File: config.mk
export PLATFORM = sky130hd
export DESIGN_NAME = clre_ctrl
export DESIGN_NICKNAME = d
export VERILOG_FILES = /design/src/clre_pkg.sv /design/src/clre_ctrl.sv
export VERILOG_INCLUDE_DIRS = /design/src /design/src/src
export SDC_FILE = /design/constraint.sdc
export NUM_CORES = 1
export LEC_CHECK = 0
export BUFFER_PORTS_ARGS = -buffer_cell sky130_fd_sc_hd__buf_2
export CORE_AREA = 3 3 40 42
export CTS_CLUSTER_SIZE = 30
export DETAILED_ROUTE_END_ITERATION = 12
export DIE_AREA = 0 0 43 45
export GPL_ROUTABILITY_DRIVEN = 0
export PLACE_DENSITY = 0.57
export SYNTH_ARGS = -nofsm -noshare
export SYNTH_HDL_FRONTEND = slang
export SYNTH_SLANG_ARGS = --single-unit
File: constraint.sdc
create_clock -name clk -period 1.2 [get_ports clk]
set_input_delay 0.18 -clock clk [delete_from_list [all_inputs] [get_ports clk]]
set_output_delay 0.18 -clock clk [all_outputs]
set_load 0.02 [all_outputs]
File: src/circular_linked_ring_editor_macros.svh
// assertion macros for the ring editor, included by clre_ctrl
// no dependencies; included inside module bodies
`ifndef CIRCULAR_LINKED_RING_EDITOR_MACROS_SVH
`define CIRCULAR_LINKED_RING_EDITOR_MACROS_SVH

// same-cycle implication, disabled while reset is asserted
`define CLRE_ASSERT_NOW(label, clk, rst_n, ante, cons) \
  label: assert property (@(posedge clk) disable iff (!rst_n) (ante) |-> (cons)) \
    else $error("ring editor check failed");

// next-cycle implication, disabled while reset is asserted
`define CLRE_ASSERT_NEXT(label, clk, rst_n, ante, cons) \
  label: assert property (@(posedge clk) disable iff (!rst_n) (ante) |=> (cons)) \
    else $error("ring editor check failed");

`endif

File: src/clre_pkg.sv
// shared types and codes for the ring editor
// used by clre_ctrl, clre_dpath and circular_linked_ring_editor
package clre_pkg;

  localparam logic [2:0] KIND_APPEND     = 3'd0;
  localparam logic [2:0] KIND_INS_AFTER  = 3'd1;
  localparam logic [2:0] KIND_INS_BEFORE = 3'd2;
  localparam logic [2:0] KIND_REM_NEXT   = 3'd3;
  localparam logic [2:0] KIND_REM_PREV   = 3'd4;

  typedef enum logic [2:0] {
    S_IDLE,
    S_AP1,
    S_AP2,
    S_INS_EVAL,
    S_INS_W2,
    S_REM_EVAL,
    S_REM_WR
  } ctrl_state_t;

  // where the link memories take their read addresses
  typedef enum logic [1:0] {
    RD_INPUT,
    RD_STATION,
    RD_LINK
  } rd_sel_t;

  typedef enum logic [2:0] {
    WR_NONE,
    WR_AP_SOLO,
    WR_AP_NEW,
    WR_AP_ENDS,
    WR_INS_NEW,
    WR_INS_SIDES,
    WR_REM
  } wr_op_t;

  typedef struct packed {
    logic    accept;
    rd_sel_t rd_sel;
    wr_op_t  wr_op;
    logic    load_out;
  } clre_cmd_t;

  typedef struct packed {
    logic out_free;
    logic ring_nonempty;
  } clre_status_t;

endpackage

File: src/clre_ctrl.sv
// controller state machine of the ring editor
// depends on clre_pkg and circular_linked_ring_editor_macros.svh; drives clre_dpath
module clre_ctrl (
  input  logic                   clk,
  input  logic                   rst_n,
  input  logic                   in_valid,
  output logic                   in_stall,
  input  logic [2:0]             in_kind,
  input  clre_pkg::clre_status_t status_i,
  output clre_pkg::clre_cmd_t    cmd_o
);
  import clre_pkg::*;
  `include "circular_linked_ring_editor_macros.svh"

  ctrl_state_t state_r, state_nxt;

  always_comb begin
    state_nxt = state_r;
    case (state_r)
      S_IDLE: begin
        if (in_valid) begin
          case (in_kind) inside
            KIND_APPEND:                    state_nxt = S_AP1;
            KIND_INS_AFTER, KIND_INS_BEFORE: state_nxt = S_INS_EVAL;
            KIND_REM_NEXT, KIND_REM_PREV:   state_nxt = S_REM_EVAL;
            default:                        state_nxt = S_IDLE;
          endcase
        end
      end
      S_AP1:      state_nxt = status_i.ring_nonempty ? S_AP2 : S_IDLE;
      S_AP2:      state_nxt = S_IDLE;
      S_INS_EVAL: if (status_i.out_free) state_nxt = S_INS_W2;
      S_INS_W2:   state_nxt = S_IDLE;
      S_REM_EVAL: if (status_i.out_free) state_nxt = S_REM_WR;
      S_REM_WR:   state_nxt = S_IDLE;
      default:    state_nxt = S_IDLE;
    endcase
  end

  always_comb begin
    cmd_o.accept   = 1'b0;
    cmd_o.rd_sel   = RD_STATION;
    cmd_o.wr_op    = WR_NONE;
    cmd_o.load_out = 1'b0;
    case (state_r)
      S_IDLE: begin
        cmd_o.accept = in_valid;
        cmd_o.rd_sel = RD_INPUT;
      end
      S_AP1: cmd_o.wr_op = status_i.ring_nonempty ? WR_AP_NEW : WR_AP_SOLO;
      S_AP2: cmd_o.wr_op = WR_AP_ENDS;
      S_INS_EVAL: begin
        if (status_i.out_free) begin
          cmd_o.wr_op    = WR_INS_NEW;
          cmd_o.load_out = 1'b1;
        end
      end
      S_INS_W2: cmd_o.wr_op = WR_INS_SIDES;
      S_REM_EVAL: begin
        // second read follows the removed neighbour's link
        if (status_i.out_free) begin
          cmd_o.rd_sel   = RD_LINK;
          cmd_o.load_out = 1'b1;
        end
      end
      S_REM_WR: cmd_o.wr_op = WR_REM;
      default: begin
      end
    endcase
  end

  always_ff @(posedge clk) begin
    if (!rst_n) state_r <= S_IDLE;
    else        state_r <= state_nxt;
  end

  assign in_stall = (state_r != S_IDLE);

  `CLRE_ASSERT_NOW(a_load_when_free, clk, rst_n, cmd_o.load_out, status_i.out_free)
  `CLRE_ASSERT_NEXT(a_insert_goes_eval, clk, rst_n,
    (state_r == S_IDLE) && in_valid &&
    ((in_kind == KIND_INS_AFTER) || (in_kind == KIND_INS_BEFORE)),
    state_r == S_INS_EVAL)
  `CLRE_ASSERT_NOW(a_remove_write_order, clk, rst_n, state_r == S_REM_WR,
    $past(state_r) == S_REM_EVAL)

endmodule

### Word level (Yosys, flattened, before mapping)

Index checks and enable logic that the tools add are counted.

* bits in registers: 3
* input bits: 8
* output and inout port bits: 8

* equal/unequal tests: 13
* muxes and demuxes: 16
* reductions and logical operators: 6

Operator list (count)
* $mux W3: 6
* $pmux W3 S5: 1
* $eq A3 B2 Y1 const B: 4
* $eq A3 B3 Y1 const B: 4
* $pmux W3 S4: 1
* $eq A3 B1 Y1 const B: 2
* $logic_not A3 Y1: 2
* $mux W2: 3
* $ne A2 B2 Y1 const B: 3
* $mux W4: 1
* $pmux W2 S2: 1
* $reduce_or A2 Y1: 2
* $reduce_and A3 Y1: 1
* $reduce_bool A3 Y1: 1
* $mux W1: 2
* $pmux W1 S2: 1

### Longest topological paths before layout

Gate-level depths: netlist (run 1).

* depth after elaboration: 7
* mapped depth: 4
* gate-level depth less buffers: 4

### Worst setup path after synthesis (run 1)

No wires, ideal clock.

* path type: flip-flop to output port
* start: reg state_r[2]
* end: out cmd_o[4] in the netlist's numbering
* cell stages (with the launch flop): 5
* data required time: 1.020 ns
* slack: -0.187 ns
* arrival: 1.207 ns
* cells stage by stage: dfxtp_1 -> buf_2 -> and2b_1 -> and3_1 -> nor2_1

RTL lines
* start: declaration: line clre_ctrl.sv:15 `ctrl_state_t state_r, state_nxt;`
* start signal: assignment: line clre_ctrl.sv:74 `else state_r <= state_nxt;`
* end: declaration: line clre_ctrl.sv:10 `output clre_pkg::clre_cmd_t cmd_o`

==> summary.txt, run 1 <==
Floorplanning
  – Die area: around 1900 µm²
  – Die width: approximately 43 µm
  – Area of the core: approximately 1300 µm²
  – Initial Utilization: a little over a quarter
  – I/O pin total: 16
  – Die height: 45 µm
  – Cell Rows: 13

Cells and area
  – Layout cells sized above 1: a little under three fifths
  – Most common cell after layout, fill and taps aside: buf_6
  – Final nets: 83
  – # fillers: roughly 130
  – Max reg flops: 3
  – Most frequent cells in the layout: buf_6 (10), buf_4 (8), buf_2 (7)
  – Largest Register: state_r
  – Largest regs: state_r (3)
  – Area growth syn-to-layout: 84.9%
  – Fin cells: 89
  – # diodes: 0

Power
  – P per Cell Area: 992 nW/µm²
  – VDD IR-drop max: 0.536 mV
  – Pleak: between 0.2 and 0.3 nW
  – Power Total: ~0.64 mW

Synthesis
  – Synth Net Count: 56
  – Synth top area cells: dfxtp_1 (17%), and3b_1 (7.5%), nand2b_1 (7.2%)
  – Top cell type's share of synthesized area: 17.2%
  – Mapped cell area: 349 µm²
  – EDFF count, synth: 0
  – Seq cells post-synth: 3
  – Synth unique cells: 27
  – Ys flop type: dfxtp_1
  – Post-synthesis sequential area ratio: about 17%
  – Yosys top cell by area: dfxtp_1
  – Async set-or-reset flop fraction in the synthesized netlist: 0%
  – Synthesized area per cell: 7.27 µm²
  – Mapped Cells: 48
  – Syn. warnings: 0

Placed design
  – Placed Cells incl. Taps: between 80 and 90
  – Final HPWL DP: between 600 and 700 µm
  – # port buffers: 15
  – Pre-CTS setup slack: -0.0204 ns

Worst hold path
  – Hold Crit Class: in -> reg

Timing
  – RSZ-0062 raised after global routing: true
  – Skew final: roughly 0.0042 ns
  – Fin crit period: around 1.4 ns
  – Finish-stage setup viols: 10
  – Fmax: roughly 730 MHz
  – Transition time of the tightest slew-check pin: approximately 0.20 ns
  – Final worst slack: -0.166 ns
  – Final period utilization: 114%
  – Hold slack: roughly 0.20 ns
  – Final hold viol count: 0
  – Final Max Tran Viols: 0
  – Rel. slew slack: 86.7%

Global routing
  – Largest net degree at the start of global routing: 9
  – First-pass GRT wire length: 1520 µm
  – GR Overflow Total: 0
  – Vias in the first global route: about 390
  – All-Layer GR Usage: about a tenth
  – Initial antenna violation count: 0

Detailed routing
  – Router iterations before antenna repair: 3
  – Routed vias: 430
  – Via density: a little under 5
  – DRT iter0 DRCs: 1
  – Post-route ant nets: 0
  – DR DRC count: 0
  – DR WL/cell: 10.7 µm
  – Routed wire length: around 960 µm

Clock tree
  – Cts bufs inserted: 3
  – H-tree depth: 1
  – Latest clock arrival within the worst-skew pair: between 0.2 and 0.25 ns
  – Clock buffer depth: 2
  – CTS tree: done
  – Clk root buf: clkbuf_4
  – Sink Count: 3
  – CTS Hold Bufs: 0
  – Clock-pin slew on the worst setup and hold paths: ~0.040 ns

Critical path
  – Worst path arrival time: ~1.2 ns
  – CP Launch Type: flip-flop
  – Crit end category: output port
  – Critical path peak fanout: 6
  – WP data required: 1.02 ns
  – Critical path class: reg -> out

Job
  – Max_cap viols: 0

Outcome
  – Status: finished, violations left
  – Failing checks: negative setup slack
report_power, final:
group,internal (mW),total [mW],switching (mW)
Sequential,0.110,0.134,0.0241
Clock,0.125,0.176,0.0516
Combinational,0.179,0.330,0.151
Total,0.413,0.640,0.227
stage by stage:
stage | setup TNS (ns) | instance area (µm²) | util (%)
final | -0.960 | 646 | 50.2
after global routing | -1.53 | 646 | 50.2
after CTS | -1.12 | 632 | 49.2
after detailed placement | -0.0362 | 500 | 38.9
after global placement | 0 | 500 | 38.9
after floorplan | -0.000339 | 362 | -
per-layer routing:
metal | part of all wire (%) | track usage, % | vias up | routed length, µm
li1 | - | - | 224 | -
met1 | 47 | 12.8 | 189 | 453
met2 | 45 | 17.4 | 15 | 428
met3 | 6.1 | 1.20 | 2 | 58
met4 | 1.7 | 7.23 | 0 | 16
met5 | 0 | 0 | - | 0
repair_timing:
action                                 in CTS  in global routing
pin swaps                                   7                  3
setup buffers                               2                  0
setup endpoints to repair                   8                 10
endpoints found under the hold margin       0                  0
gates resized for setup                    27                  3
worst max-delay path, stage by stage (launching register included):
cell	delay [ns]
dfxtp_4	0.36
buf_4	0.13
buf_6	0.11
xnor2_1	0.11
nor2_1	0.09
buf_4	0.15
area by class of cell:
class | instances | area [µm²] | share of cell area (%)
repair buffers | 25 | 208 | 32.2
multi-input cells | 39 | 310 | 48.1
flip-flops and latches | 3 | 71.3 | 11.0
well taps | 15 | 18.8 | 2.91
inverters | 3 | 11.3 | 1.74
clock buffers | 4 | 26.3 | 4.07
cell families after synthesis:
group,Yosys count,synth area share (%)
multiplexers,1,2.87
AO/OA/AOI/OAI,16,29.4
XOR/XNOR,2,5.02
buffers and inverters,6,7.53
flip-flops,3,17.2
AND/OR/NAND/NOR,20,38.0
Yosys cell counts, types with 2 or more instances:
| library cell | count |
|---|---|
| a21oi_1 | 3 |
| o21ai_0 | 3 |
| nor3_2 | 2 |
| dfxtp_1 | 3 |
| nand2b_1 | 4 |
| nor2_1 | 3 |
| o21bai_1 | 2 |
| o21ai_1 | 3 |
| and3b_1 | 3 |
| buf_2 | 3 |
| inv_1 | 2 |
| xnor2_1 | 2 |
path summary, 6_finish.rpt:
| kind | startpoint | to | slack (ns) | cells past startpoint |
|---|---|---|---|---|
| max | state_r[1] | cmd_o[0] | -0.17 | 5 |
| min reg2reg | state_r[1] | state_r[2] | 0.62 | 3 |
| max reg2reg | state_r[1] | state_r[2] | -0.01 | 6 |
| min | rst_n | state_r[1] | 0.20 | 2 |
(Power assumes the default switching activity.)
==> run 2, diff against run 1 <==
Settings changed: ABC_AREA set to 1, BUFFER_PORTS_ARGS -buffer_cell sky130_fd_sc_hd__buf_2 to not set, DONT_BUFFER_PORTS set to 1, PLACE_DENSITY 0.57 to 0.41.
==> run 2 against run 1 <==
The run still ends with negative setup slack left. Largest cell class unchanged. Largest power group unchanged. Hold slack got worse by 0.15 ns. Utilization decreased by 12 points. Die area unchanged. Sequential share of layout area up 3.0 points. Critical path depth unchanged. Wire length shrank 6.3%. Synthesized cell count up 13%.
==> summary.txt, run 2 <==
Outcome
  – Status: finished, violations left
  – Failing checks: negative setup slack

Global routing
  – Initial antenna violation count: 0 (unchanged)
  – First-pass GRT wire length: 1460 µm (-3.7%)
  – GR Overflow Total: 0 (unchanged)
  – All-Layer GR Usage: 10.5% (about the same)
  – Vias in the first global route: 352 (-8.6%)
  – Largest net degree at the start of global routing: 6 (-3)

Clock tree
  – Clock-pin slew on the worst setup and hold paths: 0.04 ns (about the same)
  – CTS tree: done
  – CTS Hold Bufs: 0 (unchanged)
  – Clk root buf: clkbuf_4
  – H-tree depth: 1 (unchanged)
  – Clock buffer depth: 2 (unchanged)
  – Sink Count: 3 (unchanged)
  – Latest clock arrival within the worst-skew pair: 0.23 ns (about the same)
  – Cts bufs inserted: 3 (unchanged)

Detailed routing
  – Via density: 4.49 (-7.1%)
  – Routed vias: 386 (-10%)
  – Router iterations before antenna repair: 4 (+1)
  – DR DRC count: 0 (unchanged)
  – DRT iter0 DRCs: 9 (+8)
  – Routed wire length: 895 µm (-6.3%)
  – Post-route ant nets: 0 (unchanged)
  – DR WL/cell: 10.4 µm (-3.0%)

Timing
  – Fin crit period: 1.34 ns (-0.0289 ns)
  – Final Max Tran Viols: 0 (unchanged)
  – Hold slack: 0.0522 ns (-0.152 ns)
  – Transition time of the tightest slew-check pin: 0.232 ns (+0.0333 ns)
  – Final period utilization: 111% (-2.4 points)
  – Rel. slew slack: 84.4% (-2.3 points)
  – RSZ-0062 raised after global routing: true
  – Skew final: 0.000407 ns (-0.00379 ns)
  – Finish-stage setup viols: 7 (-3)
  – Final setup TNS: -0.615 ns (+0.345 ns)
  – Final worst slack: -0.137 ns (+0.0289 ns)
  – Fmax: 748 MHz (+2.2%)
  – Final hold viol count: 0 (unchanged)

Job
  – Max_cap viols: 0 (unchanged)

Cells and area
  – Fin cells: 86 (-3.4%)
  – # fillers: 158 (+23%)
  – Most frequent cells in the layout: nand2_1 (15), buf_4 (11), nor2_1 (6), inv_1 (5)
  – Largest regs: state_r (3)
  – Post-layout util: 38.1% (-12 points)
  – Most common cell after layout, fill and taps aside: nand2_1
  – Area of the multi-input gates: 235 µm² (-24%)
  – Area growth syn-to-layout: 75.3%
  – Largest Register: state_r
  – Layout cells sized above 1: 45.1% (-10 points)
  – Area occupied by registers: 68.8 µm² (-3.5%)
  – Max reg flops: 3 (unchanged)
  – Final nets: 80 (-3.6%)
  – # diodes: 0 (unchanged)

Synthesis
  – Post-synthesis sequential area ratio: 21.5% (+4.3 points)
  – Async set-or-reset flop fraction in the synthesized netlist: 0% (unchanged)
  – Synthesized area per cell: 5.17 µm² (-29%)
  – Yosys top cell by area: nand2_1
  – Seq cells post-synth: 3 (unchanged)
  – Mapped Cells: 54 (+13%)
  – Synth top area cells: nand2_1 (23%), dfxtp_1 (22%), nor2_1 (15%)
  – Commonest cells in the netlist: nand2_1 (17), nor2_1 (11), inv_1 (5), a21oi_1 (4), o21ai_0 (4)
  – Top cell type's share of synthesized area: 22.9% (+5.7 points)
  – Count leader, synth: nand2_1
  – Mapped cell area: 279 µm² (-20%)
  – Syn. warnings: 0 (unchanged)
  – Ys flop type: dfxtp_1
  – Synth Net Count: 62 (+11%)
  – EDFF count, synth: 0 (unchanged)
  – Synth unique cells: 12 (-56%)

Floorplanning
  – Die height: 45 µm (unchanged)
  – Cell Rows: 13 (unchanged)
  – Die width: 43 µm (unchanged)
  – Area of the core: 1280 µm² (unchanged)
  – Die area: 1940 µm² (unchanged)
  – I/O pin total: 16 (unchanged)
  – Initial Utilization: 21.7% (-5.5 points)

Placed design
  – Final HPWL DP: 678 µm (-1.9%)
  – Placed Cells incl. Taps: 80 (-3.6%)
  – # port buffers: 0 (-15)
  – Pre-CTS setup slack: 0.00630 ns (+0.0267 ns)

Critical path
  – Worst setup startpoint: state_r[0]
  – Worst path arrival time: 1.16 ns (-0.03 ns)
  – CP Launch Type: flip-flop
  – Critical path class: reg -> out
  – Reg2reg start: state_r[0]
  – Critical path peak fanout: 4 (-2)
  – Crit end category: output port
  – WP data required: 1.02 ns (about the same)

Power
  – P per Cell Area: 1230 nW/µm² (+24%)
  – VDD IR-drop max: 0.511 mV (-4.7%)
  – Pleak: 0.248 nW (-14%)

Worst hold path
  – Worst hold start: rst_n
  – Hold Crit Class: in -> reg
-- run 2: cell types whose count changed after synthesis, moves of 3 or more --
cell	before	now
inv_1	2	5
nand2b_1	4	0
and3b_1	3	0
nand2_1	1	17
buf_2	3	0
o21ai_1	3	0
nor2_1	3	11
-- run 2: kinds of logic (layout without fill, tap and decap cells) --
group	count (synthesis)	after routing	share of synthesized area, %
buffers and inverters	8	25	10.8
flip-flops	3	3	21.5
AO/OA/AOI/OAI	10	10	18.8
AND/OR/NAND/NOR	33	33	48.9
-- run 2: layout make-up --
cell class	count	area share [%]
clock buffers	4	5.37
inverters	8	7.16
multi-input cells	43	48.1
flip-flops and latches	3	14.1
well taps	15	3.84
repair buffers	13	21.5
-- run 2: timing repair --
item	CTS	global route
pin swaps	3	4
endpoints found under the setup margin	7	7
gates resized for setup	11	11
buffers inserted	1	1
-- run 2: metal layers --
layer | share of wire (%) | wire, µm | track usage, % | up-vias
met5 | 0 | 0 | 0 | -
met4 | 0 | 0 | 7.23 | 0
met3 | 6.6 | 59 | 3.98 | 0
met2 | 51 | 452 | 15.9 | 12
met1 | 43 | 383 | 12.3 | 169
li1 | - | - | - | 205
-- run 2: final timing paths --
path,to,slack (ns),cells past startpoint
worst max-delay path,cmd_o[0],-0.14,5
worst min-delay path,state_r[0],0.05,2
worst max register to register,state_r[2],0.05,8
worst min register to register,state_r[1],0.60,3
-- run 2: metrics by stage --
| stage | cell area, µm² | power [mW] |
|---|---|---|
| after floorplan | 284 | 0.283 |
| after global routing | 489 | 0.659 |
| final | 489 | 0.600 |
| after detailed placement | 385 | 0.380 |
| after CTS | 452 | 0.600 |
| after global placement | 385 | 0.380 |
-- run 2: critical path: stages, from the launching register on --
cell,delay (ns)
dfxtp_4,0.38
nand2_2,0.09
nor2_2,0.15
nor2_2,0.06
nor2_1,0.09
buf_4,0.15
-- run 2: power by group --
group	leakage [nW]	switching (mW)	internal, mW
sequential	0.0264	0.0224	0.113
clock	0.0150	0.0520	0.125
combinational	0.206	0.162	0.125
total	0.248	0.237	0.363
